**config.mk**
```make
export PLATFORM = sky130hd
export DESIGN_NAME = flood_limiter_strike_ladder_top
export DESIGN_NICKNAME = d
export VERILOG_FILES = /design/src/hdl/flsl_pkg.sv /design/src/hdl/flsl_cell.sv /design/src/hdl/flsl_row.sv /design/src/hdl/flsl_ctrl.sv /design/src/hdl/flood_limiter_strike_ladder_top.sv
export SDC_FILE = /design/constraint.sdc
export NUM_CORES = 2
export LEC_CHECK = 0
export BUFFER_PORTS_ARGS = -buffer_cell sky130_fd_sc_hd__buf_2
export CAP_MARGIN = 40
export CORE_MARGIN = 1
export CORE_UTILIZATION = 45
export DETAILED_ROUTE_END_ITERATION = 8
export SYNTH_ARGS = -nofsm -noshare
export SYNTH_HDL_FRONTEND = slang
export SYNTH_SLANG_ARGS = --single-unit
```
**constraint.sdc**
```tcl
create_clock -name clk -period 7.9 [get_ports clk]
set_input_delay 0.395 -clock clk [delete_from_list [all_inputs] [get_ports clk]]
set_output_delay 0.395 -clock clk [all_outputs]
set_load 0.01 [all_outputs]
```
**src/hdl/flsl_pkg.sv**
```systemverilog
// ----------------------------------------------------------------------------
// flsl_pkg
// shared types and constants of the flood limiter with strike ladder
// ----------------------------------------------------------------------------
package flsl_pkg;

  localparam int TIME_W     = 40;
  localparam int DL_W       = TIME_W + 1;
  localparam int LEFT_W     = 25;
  localparam int WIN_W      = 16;
  localparam int MAX_W      = 5;
  localparam int SEC_W      = 24;
  localparam int STRIKE_W   = 4;
  localparam int CFG_IDX_W  = 3;
  localparam int CFG_DATA_W = 24;

  localparam int STAMP_CAP_DEF = 16;

  localparam logic [LEFT_W-1:0] YEAR_SECONDS = 25'd31536000;

  // verdict codes
  localparam logic [1:0] V_ALLOW  = 2'd0;
  localparam logic [1:0] V_MUTED  = 2'd1;
  localparam logic [1:0] V_STRIKE = 2'd2;
  localparam logic [1:0] V_BAN    = 2'd3;

  // configuration register indexes
  localparam logic [CFG_IDX_W-1:0] CFG_WINDOW      = 3'd0;
  localparam logic [CFG_IDX_W-1:0] CFG_MAX_IN_WIN  = 3'd1;
  localparam logic [CFG_IDX_W-1:0] CFG_DECAY       = 3'd2;
  localparam logic [CFG_IDX_W-1:0] CFG_MUTE_FIRST  = 3'd3;
  localparam logic [CFG_IDX_W-1:0] CFG_MUTE_SECOND = 3'd4;
  localparam logic [CFG_IDX_W-1:0] CFG_MUTE_LATER  = 3'd5;
  localparam logic [CFG_IDX_W-1:0] CFG_BAN_STRIKE  = 3'd6;

  typedef enum logic [1:0] {
    CELL_HOLD,
    CELL_PRUNE,
    CELL_PUSH
  } cell_op_t;

  typedef struct packed {
    cell_op_t op;
    logic     keep;
    logic     full;
  } cell_ctl_t;

  typedef struct packed {
    logic [WIN_W-1:0]    window_seconds;
    logic [MAX_W-1:0]    max_in_window;
    logic [SEC_W-1:0]    decay_seconds;
    logic [SEC_W-1:0]    mute_first;
    logic [SEC_W-1:0]    mute_second;
    logic [SEC_W-1:0]    mute_later;
    logic [STRIKE_W-1:0] ban_strike;
  } cfg_t;

endpackage

```
**src/hdl/flsl_cell.sv**
```systemverilog
// ----------------------------------------------------------------------------
// flsl_cell
// one stamp slot of the window row, fed by its right neighbor or the broadcast
// ----------------------------------------------------------------------------
module flsl_cell #(
  parameter int CAP = flsl_pkg::STAMP_CAP_DEF,
  parameter int IDX = 0,
  localparam int CW = $clog2(CAP + 1)
) (
  input  logic                         clk,
  input  flsl_pkg::cell_ctl_t          ctl,
  input  logic [CW-1:0]                len,
  input  logic [flsl_pkg::TIME_W-1:0]  right_val,
  input  logic [flsl_pkg::TIME_W-1:0]  bcast_val,
  output logic [flsl_pkg::TIME_W-1:0]  stamp
);

  localparam logic [CW-1:0] MY_IDX   = CW'(IDX);
  localparam logic [CW-1:0] NEXT_IDX = CW'(IDX + 1);
  localparam bit            IS_LAST  = (IDX == CAP - 1);

  logic [flsl_pkg::TIME_W-1:0] stamp_r;
  logic                        take_right;
  logic                        take_bcast;

  always_comb begin
    take_right = 1'b0;
    take_bcast = 1'b0;
    case (ctl.op)
      flsl_pkg::CELL_PRUNE: begin
        take_right = (NEXT_IDX < len);
        take_bcast = ctl.keep && (NEXT_IDX == len);
      end
      flsl_pkg::CELL_PUSH: begin
        take_right = ctl.full && !IS_LAST;
        take_bcast = ctl.full ? IS_LAST : (MY_IDX == len);
      end
      default: begin
        take_right = 1'b0;
        take_bcast = 1'b0;
      end
    endcase
  end

  always_ff @(posedge clk) begin
    if (take_bcast) begin
      stamp_r <= bcast_val;
    end else if (take_right) begin
      stamp_r <= right_val;
    end
  end

  assign stamp = stamp_r;

endmodule

```
**src/hdl/flsl_row.sv**
```systemverilog
// ----------------------------------------------------------------------------
// flsl_row
// row of stamp cells, oldest stamp at the head
// ----------------------------------------------------------------------------
module flsl_row #(
  parameter int CAP = flsl_pkg::STAMP_CAP_DEF,
  localparam int CW = $clog2(CAP + 1)
) (
  input  logic                         clk,
  input  flsl_pkg::cell_ctl_t          ctl,
  input  logic [CW-1:0]                len,
  input  logic [flsl_pkg::TIME_W-1:0]  bcast_val,
  output logic [flsl_pkg::TIME_W-1:0]  head
);

  logic [flsl_pkg::TIME_W-1:0] stamp_q [CAP];

  for (genvar g = 0; g < CAP; g++) begin : g_cell
    logic [flsl_pkg::TIME_W-1:0] right_val;
    if (g < CAP - 1) begin : g_mid
      assign right_val = stamp_q[g + 1];
    end else begin : g_tail
      assign right_val = bcast_val;
    end
    flsl_cell #(
      .CAP (CAP),
      .IDX (g)
    ) u_cell (
      .clk       (clk),
      .ctl       (ctl),
      .len       (len),
      .right_val (right_val),
      .bcast_val (bcast_val),
      .stamp     (stamp_q[g])
    );
  end

  assign head = stamp_q[0];

endmodule

```
**src/hdl/flsl_ctrl.sv**
```systemverilog
// ----------------------------------------------------------------------------
// flsl_ctrl
// event sequencer: mute check, decay, prune walk, push and strike ladder
// ----------------------------------------------------------------------------
module flsl_ctrl #(
  parameter int CAP = flsl_pkg::STAMP_CAP_DEF,
  localparam int CW = $clog2(CAP + 1)
) (
  input  logic                         clk,
  input  logic                         rst_n,
  input  logic                         in_valid,
  output logic                         in_stall,
  input  logic [flsl_pkg::TIME_W-1:0]  in_now_seconds,
  output logic                         out_valid,
  input  logic                         out_stall,
  output logic [1:0]                   out_verdict,
  output logic [flsl_pkg::LEFT_W-1:0]  out_mute_left,
  input  flsl_pkg::cfg_t               cfg,
  input  logic [flsl_pkg::TIME_W-1:0]  head,
  output flsl_pkg::cell_ctl_t          ctl,
  output logic [CW-1:0]                len,
  output logic [flsl_pkg::TIME_W-1:0]  bcast_val
);

  localparam int MW = (CW > flsl_pkg::MAX_W) ? CW : flsl_pkg::MAX_W;
  localparam logic [CW-1:0] CAP_CNT = CW'(CAP);

  typedef enum logic [2:0] {
    S_IDLE,
    S_CHECK,
    S_DECAY,
    S_PRUNE,
    S_PUSH,
    S_SEND
  } state_t;

  state_t                          state_r;
  logic [flsl_pkg::TIME_W-1:0]     now_r;
  logic [flsl_pkg::TIME_W-1:0]     last_r;
  logic [flsl_pkg::DL_W-1:0]       dl_r;
  logic [flsl_pkg::DL_W-1:0]       quiet_r;
  logic [flsl_pkg::STRIKE_W-1:0]   strike_r;
  logic [CW-1:0]                   len_r;
  logic [CW-1:0]                   todo_r;
  logic [1:0]                      res_verdict_r;
  logic [flsl_pkg::LEFT_W-1:0]     res_left_r;
  logic                            out_valid_r;
  logic [1:0]                      out_verdict_r;
  logic [flsl_pkg::LEFT_W-1:0]     out_mute_left_r;

  logic [flsl_pkg::DL_W-1:0]       now_ext;
  logic                            muted;
  logic [flsl_pkg::DL_W-1:0]       mute_diff;
  logic [flsl_pkg::LEFT_W-1:0]     mute_sat;
  logic [flsl_pkg::DL_W-1:0]       quiet_nxt;
  logic [flsl_pkg::DL_W-1:0]       quiet_diff;
  logic                            decay_hit;
  logic [flsl_pkg::TIME_W-1:0]     age;
  logic                            keep;
  logic                            full;
  logic [CW-1:0]                   new_cnt;
  logic                            over;
  logic [flsl_pkg::STRIKE_W-1:0]   strike_inc;
  logic                            ban_hit;
  logic [flsl_pkg::SEC_W-1:0]      dur;
  logic [flsl_pkg::LEFT_W-1:0]     mute_len;
  logic [flsl_pkg::DL_W-1:0]       dl_new;
  logic                            out_free;

  always_comb begin
    now_ext    = {1'b0, now_r};
    muted      = dl_r > now_ext;
    mute_diff  = dl_r - now_ext;
    mute_sat   = (mute_diff > flsl_pkg::DL_W'(flsl_pkg::YEAR_SECONDS)) ?
                 flsl_pkg::YEAR_SECONDS : mute_diff[flsl_pkg::LEFT_W-1:0];
    quiet_nxt  = ({1'b0, last_r} > dl_r) ? {1'b0, last_r} : dl_r;
    quiet_diff = now_ext - quiet_r;
    decay_hit  = (strike_r != '0) && (quiet_r != '0) && (now_ext >= quiet_r) &&
                 (quiet_diff >= flsl_pkg::DL_W'(cfg.decay_seconds));
    age        = now_r - head;
    keep       = (head > now_r) || (age < flsl_pkg::TIME_W'(cfg.window_seconds));
    full       = (len_r == CAP_CNT);
    new_cnt    = full ? CAP_CNT : len_r + CW'(1);
    over       = MW'(new_cnt) > MW'(cfg.max_in_window);
    strike_inc = (strike_r < cfg.ban_strike) ? strike_r + 4'd1 : strike_r;
    ban_hit    = strike_inc >= cfg.ban_strike;
    case (strike_inc)
      4'd1:    dur = cfg.mute_first;
      4'd2:    dur = cfg.mute_second;
      default: dur = cfg.mute_later;
    endcase
    mute_len   = ban_hit ? flsl_pkg::YEAR_SECONDS : flsl_pkg::LEFT_W'(dur);
    dl_new     = now_ext + flsl_pkg::DL_W'(mute_len);
    out_free   = !out_valid_r || !out_stall;
  end

  // cell row control
  always_comb begin
    ctl.keep = keep;
    ctl.full = full;
    if (state_r == S_PRUNE && todo_r != '0) begin
      ctl.op = flsl_pkg::CELL_PRUNE;
    end else if (state_r == S_PUSH) begin
      ctl.op = flsl_pkg::CELL_PUSH;
    end else begin
      ctl.op = flsl_pkg::CELL_HOLD;
    end
    bcast_val = (ctl.op == flsl_pkg::CELL_PRUNE) ? head : now_r;
  end

  always_ff @(posedge clk) begin
    if (!rst_n) begin
      state_r     <= S_IDLE;
      last_r      <= '0;
      dl_r        <= '0;
      strike_r    <= '0;
      len_r       <= '0;
      todo_r      <= '0;
      out_valid_r <= 1'b0;
    end else begin
      if (state_r == S_SEND && out_free) begin
        out_valid_r <= 1'b1;
      end else if (!out_stall) begin
        out_valid_r <= 1'b0;
      end
      unique case (state_r)
        S_IDLE: begin
          if (in_valid) begin
            now_r   <= in_now_seconds;
            state_r <= S_CHECK;
          end
        end
        S_CHECK: begin
          if (muted) begin
            last_r        <= now_r;
            res_verdict_r <= flsl_pkg::V_MUTED;
            res_left_r    <= mute_sat;
            state_r       <= S_SEND;
          end else begin
            quiet_r <= quiet_nxt;
            state_r <= S_DECAY;
          end
        end
        S_DECAY: begin
          last_r <= now_r;
          if (decay_hit) begin
            strike_r <= '0;
            len_r    <= '0;
            dl_r     <= '0;
            todo_r   <= '0;
          end else begin
            todo_r <= len_r;
          end
          state_r <= S_PRUNE;
        end
        S_PRUNE: begin
          if (todo_r != '0) begin
            todo_r <= todo_r - CW'(1);
            if (!keep) begin
              len_r <= len_r - CW'(1);
            end
          end else begin
            state_r <= S_PUSH;
          end
        end
        S_PUSH: begin
          if (over) begin
            len_r         <= '0;
            strike_r      <= strike_inc;
            dl_r          <= dl_new;
            res_verdict_r <= ban_hit ? flsl_pkg::V_BAN : flsl_pkg::V_STRIKE;
            res_left_r    <= mute_len;
          end else begin
            len_r         <= new_cnt;
            res_verdict_r <= flsl_pkg::V_ALLOW;
            res_left_r    <= '0;
          end
          state_r <= S_SEND;
        end
        S_SEND: begin
          if (out_free) begin
            out_verdict_r   <= res_verdict_r;
            out_mute_left_r <= res_left_r;
            state_r         <= S_IDLE;
          end
        end
        default: begin
          state_r <= S_IDLE;
        end
      endcase
    end
  end

  assign in_stall      = (state_r != S_IDLE);
  assign out_valid     = out_valid_r;
  assign out_verdict   = out_verdict_r;
  assign out_mute_left = out_mute_left_r;
  assign len           = len_r;

`ifndef SYNTHESIS
  a_len_cap: assert property (@(posedge clk) disable iff (!rst_n)
    len_r <= CAP_CNT)
    else $error("window count above capacity");

  a_todo_len: assert property (@(posedge clk) disable iff (!rst_n)
    state_r == S_PRUNE |-> todo_r <= len_r)
    else $error("prune walk longer than live window");

  a_ban_left: assert property (@(posedge clk) disable iff (!rst_n)
    out_valid_r && out_verdict_r == flsl_pkg::V_BAN |->
      out_mute_left_r == flsl_pkg::YEAR_SECONDS)
    else $error("ban without full year mute");

  a_allow_left: assert property (@(posedge clk) disable iff (!rst_n)
    out_valid_r && out_verdict_r == flsl_pkg::V_ALLOW |-> out_mute_left_r == '0)
    else $error("allow with mute time left");

  a_send_wait: assert property (@(posedge clk) disable iff (!rst_n)
    state_r == S_SEND && out_valid_r && out_stall |=> state_r == S_SEND)
    else $error("result dropped while output held");
`endif

endmodule

```
**src/hdl/flood_limiter_strike_ladder_top.sv**
```systemverilog
// ----------------------------------------------------------------------------
// flood_limiter_strike_ladder_top
// sliding window message rate limiter with strike ladder and mute deadline
// ----------------------------------------------------------------------------
// usage:
//   in_valid / in_stall carry one message event (in_now_seconds) per transfer.
//   out_valid / out_stall carry one verdict and the mute seconds left per event.
//   cfg_valid / cfg_ready write one register by cfg_index; cfg_ready is
//   always high, write only while no event is in flight.
// sequence:
//   a muted event goes from the mute check straight to the send state.
//   any other event passes decay, the prune walk, push and send; the prune
//   walk moves one stamp per cycle through the cell row, over the stamps
//   held in the window after any decay (at most STAMP_CAP). The next event
//   is taken only once the last one has been sent.
// stall:
//   a stalled result holds in the output register while the next event is
//   taken and worked on; that event then waits until the register frees.
// reset:
//   synchronous rst_n restores the register defaults, empties the window and
//   clears strikes, mute deadline and last-seen time.
// ----------------------------------------------------------------------------
module flood_limiter_strike_ladder_top #(
  parameter int STAMP_CAP = flsl_pkg::STAMP_CAP_DEF
) (
  input  logic                             clk,
  input  logic                             rst_n,
  input  logic                             in_valid,
  output logic                             in_stall,
  input  logic [flsl_pkg::TIME_W-1:0]      in_now_seconds,
  output logic                             out_valid,
  input  logic                             out_stall,
  output logic [1:0]                       out_verdict,
  output logic [flsl_pkg::LEFT_W-1:0]      out_mute_left,
  input  logic                             cfg_valid,
  output logic                             cfg_ready,
  input  logic [flsl_pkg::CFG_IDX_W-1:0]   cfg_index,
  input  logic [flsl_pkg::CFG_DATA_W-1:0]  cfg_data
);

  localparam int CW = $clog2(STAMP_CAP + 1);

  flsl_pkg::cfg_t              cfg_r;
  flsl_pkg::cell_ctl_t         ctl;
  logic [CW-1:0]               len;
  logic [flsl_pkg::TIME_W-1:0] bcast_val;
  logic [flsl_pkg::TIME_W-1:0] head;

  assign cfg_ready = 1'b1;

  always_ff @(posedge clk) begin
    if (!rst_n) begin
      cfg_r.window_seconds <= 16'd10;
      cfg_r.max_in_window  <= 5'd5;
      cfg_r.decay_seconds  <= 24'd120;
      cfg_r.mute_first     <= 24'd30;
      cfg_r.mute_second    <= 24'd120;
      cfg_r.mute_later     <= 24'd600;
      cfg_r.ban_strike     <= 4'd3;
    end else if (cfg_valid && cfg_ready) begin
      unique case (cfg_index)
        flsl_pkg::CFG_WINDOW:      cfg_r.window_seconds <= cfg_data[flsl_pkg::WIN_W-1:0];
        flsl_pkg::CFG_MAX_IN_WIN:  cfg_r.max_in_window  <= cfg_data[flsl_pkg::MAX_W-1:0];
        flsl_pkg::CFG_DECAY:       cfg_r.decay_seconds  <= cfg_data;
        flsl_pkg::CFG_MUTE_FIRST:  cfg_r.mute_first     <= cfg_data;
        flsl_pkg::CFG_MUTE_SECOND: cfg_r.mute_second    <= cfg_data;
        flsl_pkg::CFG_MUTE_LATER:  cfg_r.mute_later     <= cfg_data;
        flsl_pkg::CFG_BAN_STRIKE:  cfg_r.ban_strike     <= cfg_data[flsl_pkg::STRIKE_W-1:0];
        default: begin
        end
      endcase
    end
  end

  flsl_ctrl #(
    .CAP (STAMP_CAP)
  ) u_ctrl (
    .clk            (clk),
    .rst_n          (rst_n),
    .in_valid       (in_valid),
    .in_stall       (in_stall),
    .in_now_seconds (in_now_seconds),
    .out_valid      (out_valid),
    .out_stall      (out_stall),
    .out_verdict    (out_verdict),
    .out_mute_left  (out_mute_left),
    .cfg            (cfg_r),
    .head           (head),
    .ctl            (ctl),
    .len            (len),
    .bcast_val      (bcast_val)
  );

  flsl_row #(
    .CAP (STAMP_CAP)
  ) u_row (
    .clk       (clk),
    .ctl       (ctl),
    .len       (len),
    .bcast_val (bcast_val),
    .head      (head)
  );

endmodule

```
==> results.yml <==
worst_setup_path:
  slowest_stage: "edfxtp_1"
  critPathLaunch: "u_ctrl.now_r[1]"
  critPathLaunchType: "flop"
  critPathCaptureType: "flop"
  slowest_delay_ns: 0.66
  path_cells: "ha_1 -> nor2b_1 -> o21ai_0 -> a21boi_1 -> o311ai_2 -> o22a_1 -> o21ai_0 -> xor2_1 -> ha_1 -> a2111o_1 -> or4_1 -> a211oi_1 -> o2111ai_1 -> nor4bb_1 -> nor4b_1 -> and4bb_1 -> a21oi_4 -> o41ai_2 -> and2_2 -> buf_4 -> mux2_1"
  rr_startpoint: "u_ctrl.now_r[1]"
  crit_arrival_ns: 7.74
  crit_required_ns: 8.38
  worst-setup-path-type: "flop to flop"
  crit_fanout: 32
sta:
  period_needed_ns: 7.26
  finalClockSkew_ns: 0.0781
  worst_pin_slew_ns: 0.978
  rsz0062_at_grt: "no"
  timing.fmax_ghz: 0.138
  slew_headroom: 0.348
  tns_ns: 0
  whs_ns: 0.0435
  drv_slew: 0
  hold_viol_final: 0
  setup_viol: 0
  layout_worst_path_cycle_share: 0.919
clock_network:
  h-tree-depth: 3
  post_cts_buffers: 0
  clkSlewWorstSetupHoldPaths_ns: 0.06
  clk_path_buf_depth: 3
  post_cts_resized: 0
  ctsHoldBuffers: 60
  cts_made_buffers: 104
  numClockSinks: 995
  root_buffer: "clkbuf_16"
  clock_latency_ns: 0.73
  cts_tree: "done"
placement:
  gp_congestion: 0.923
  io_buffer_count: 100
  dp_hpwl_um: 100000
global_route:
  first_global_vias: 35839
  antenna_found_initial: 4
  grt_util_all_layers: 0.222
  grt_max_degree: 87
  overflow: 0
  grt_pass1_wl_um: 210000
synthesis:
  syn_avg_cell_area_sq_um: 11.4
  yosysTopAreaCellShare: 0.435
  synthFlopType: "edfxtp_1"
  postSynth.asyncResetShare: 0
  synth_warnings: 0
  netlist_instances: 4715
  ys_seq_elements: 995
  synth_fp_nets: 5026
  syn-cell-area_sq_um: 53500
  synth_area_leaders: "edfxtp_1 43%, mux2_2 9.0%, dfxtp_1 8.2%"
  synth_seq_area_share: 0.517
  yosysTopAreaCell: "edfxtp_1"
  ys_types: 106
  synth-edff-count: 775
pwr:
  power.switching_w: 0.00304
  p_seq_frac: 0.470
  leakage_nw: 22.3
  internal_power_w: 0.00916
  peakVddDrop_mv: 0.231
  swShare: 0.249
  power_density_nw_per_um2: 202
  power.share.combinational: 0.109
  clock_power_share: 0.421
floorplanning:
  io_pins: 102
  dieArea_sq_um: 120000
  rows: 126
  die_w_um: 347
  die_h_um: 347
  core_area_sq_um: 118000
  initial_core_util: 0.454
routing:
  vias: 36564
  drc: 0
  wl_per_cell_um: 20.8
  firstDrtPassIters: 5
  via_per_inst: 5.65
  finalWirelength_um: 135000
  ant_nets: 0
  drtIter0Drc: 2534
cells_and_area:
  fillers: 10401
  area_growth_pct: 12.7
  nNetsFinal: 5158
  drive_gt1_frac: 0.181
run:
  cap_violations: 0
worst_hold_path:
  hp-class: "input port to flop"
  min_from: "cfg_data[12]"
status:
  status: "finished, final reports clean"
-- cells in the final DEF (no fill, tap or decap), types with 109 or more instances in the layout --
cell type / n
dfxtp_1: 220
nand2_1: 529
a21oi_1: 339
edfxtp_1: 775
mux2_2: 428
mux2_1: 217
o21ai_0: 118
ha_1: 235
nor2_1: 173
inv_1: 268
buf_4: 109
a21o_1: 110
-- registers in the layout (all words and copies together) (netlist names), 25 cells and up --
signal	flops
u_row.g_cell.u_cell.stamp	640
cfg_r	121
u_ctrl.dl_r	41
u_ctrl.quiet_r	41
u_ctrl.last_r	40
u_ctrl.now_r	40
u_ctrl.out_mute_left	25
u_ctrl.res_left_r	25
-- worst max-delay path: cells and delay by family, from the launching register on --
kind	cells	cell delay, ns
AO/OA/AOI/OAI	10	2.85
AND/OR/NAND/NOR	6	1.91
flip-flops	1	0.66
adder cells (fa/ha/maj)	2	0.62
buffers and inverters	1	0.41
multiplexers	1	0.37
XOR/XNOR	1	0.17
-- cells in the mapped netlist, drive strengths merged, types with 16 or more instances --
cell type / count
a2111oi: 17
a211oi: 33
a21boi: 17
a21o: 111
a21oi: 346
a221oi: 19
a22o: 27
a22oi: 31
a31oi: 22
and2: 24
and3: 26
buf: 86
clkbuf: 176
dfxtp: 220
edfxtp: 775
ha: 235
inv: 270
mux2: 645
mux2i: 19
nand2: 532
nand2b: 35
nand3: 86
nand4: 50
nor2: 178
nor2b: 35
nor3: 53
nor4: 32
o211ai: 37
o21a: 46
o21ai: 169
o21bai: 18
or3: 16
xnor2: 81
xor2: 29
-- per-layer routing --
metal  vias up  track usage  part of all wire
met3       251       0.0280             0.043
met4         2       0.0956             0.043
met2       874        0.372              0.48
li1      17824            -                 -
met5         -            0           0.00011
met1     17613        0.287              0.44
-- kinds of logic (layout without fill, tap and decap cells) --
| family | after synthesis | in the layout | share of synthesized area |
|---|---|---|---|
| compound gates | 1051 | 1051 | 0.131 |
| xor+xnor | 110 | 110 | 0.0180 |
| fa+ha+maj | 244 | 244 | 0.0574 |
| buf+inv | 536 | 757 | 0.0415 |
| flops | 995 | 995 | 0.517 |
| mux | 664 | 664 | 0.139 |
| other cells | 1 | 2 | 0.0000701 |
| simple gates | 1114 | 1114 | 0.0959 |
-- per-stage QoR --
stage          area, sq um  utilization  total power (W)  instances  setup WS [ns]
4_1_cts              60300        0.511           0.0123       6471          0.664
6_report             60300        0.512           0.0122       6473          0.642
2_1_floorplan        53500            -          0.00670       4715           1.25
3_5_place_dp         56100        0.476          0.00713       6216          0.694
3_3_place_gp         55600        0.471          0.00711       6171          0.943
5_1_grt              60300        0.511           0.0126       6472          0.271
-- final cells by class --
class | count | area (sq um) | area share
sequential | 995 | 27700 | 0.459
clock inverter | 73 | 912 | 0.0151
timing repair buffer | 288 | 2230 | 0.0370
antenna | 1 | 2.50 | 0.0000415
clock buffer | 122 | 2710 | 0.0450
tap | 1536 | 1920 | 0.0319
inverter | 274 | 1030 | 0.0171
multi-input combinational | 3184 | 23800 | 0.395
-- power groups by stage --
stage | clock (W) | combinational (W) | sequential [W]
after global placement | 0 | 0.00127 | 0.00584
after global routing | 0.00544 | 0.00146 | 0.00574
after floorplan | 0 | 0.000895 | 0.00581
final | 0.00514 | 0.00133 | 0.00573
after CTS | 0.00525 | 0.00132 | 0.00573
after detailed placement | 0 | 0.00129 | 0.00584
-- worst paths after layout --
kind / end / slack (ns) / depth (start not counted)
worst max-delay path: u_row.g_cell[8].u_cell.stamp[37] / 0.64 / 21
worst min-delay path: cfg_r[117] / 0.04 / 3
worst max register to register: u_row.g_cell[8].u_cell.stamp[37] / 0.64 / 21
worst min register to register: u_ctrl.out_mute_left[21] / 0.42 / 0
(Power assumes the default switching activity.)
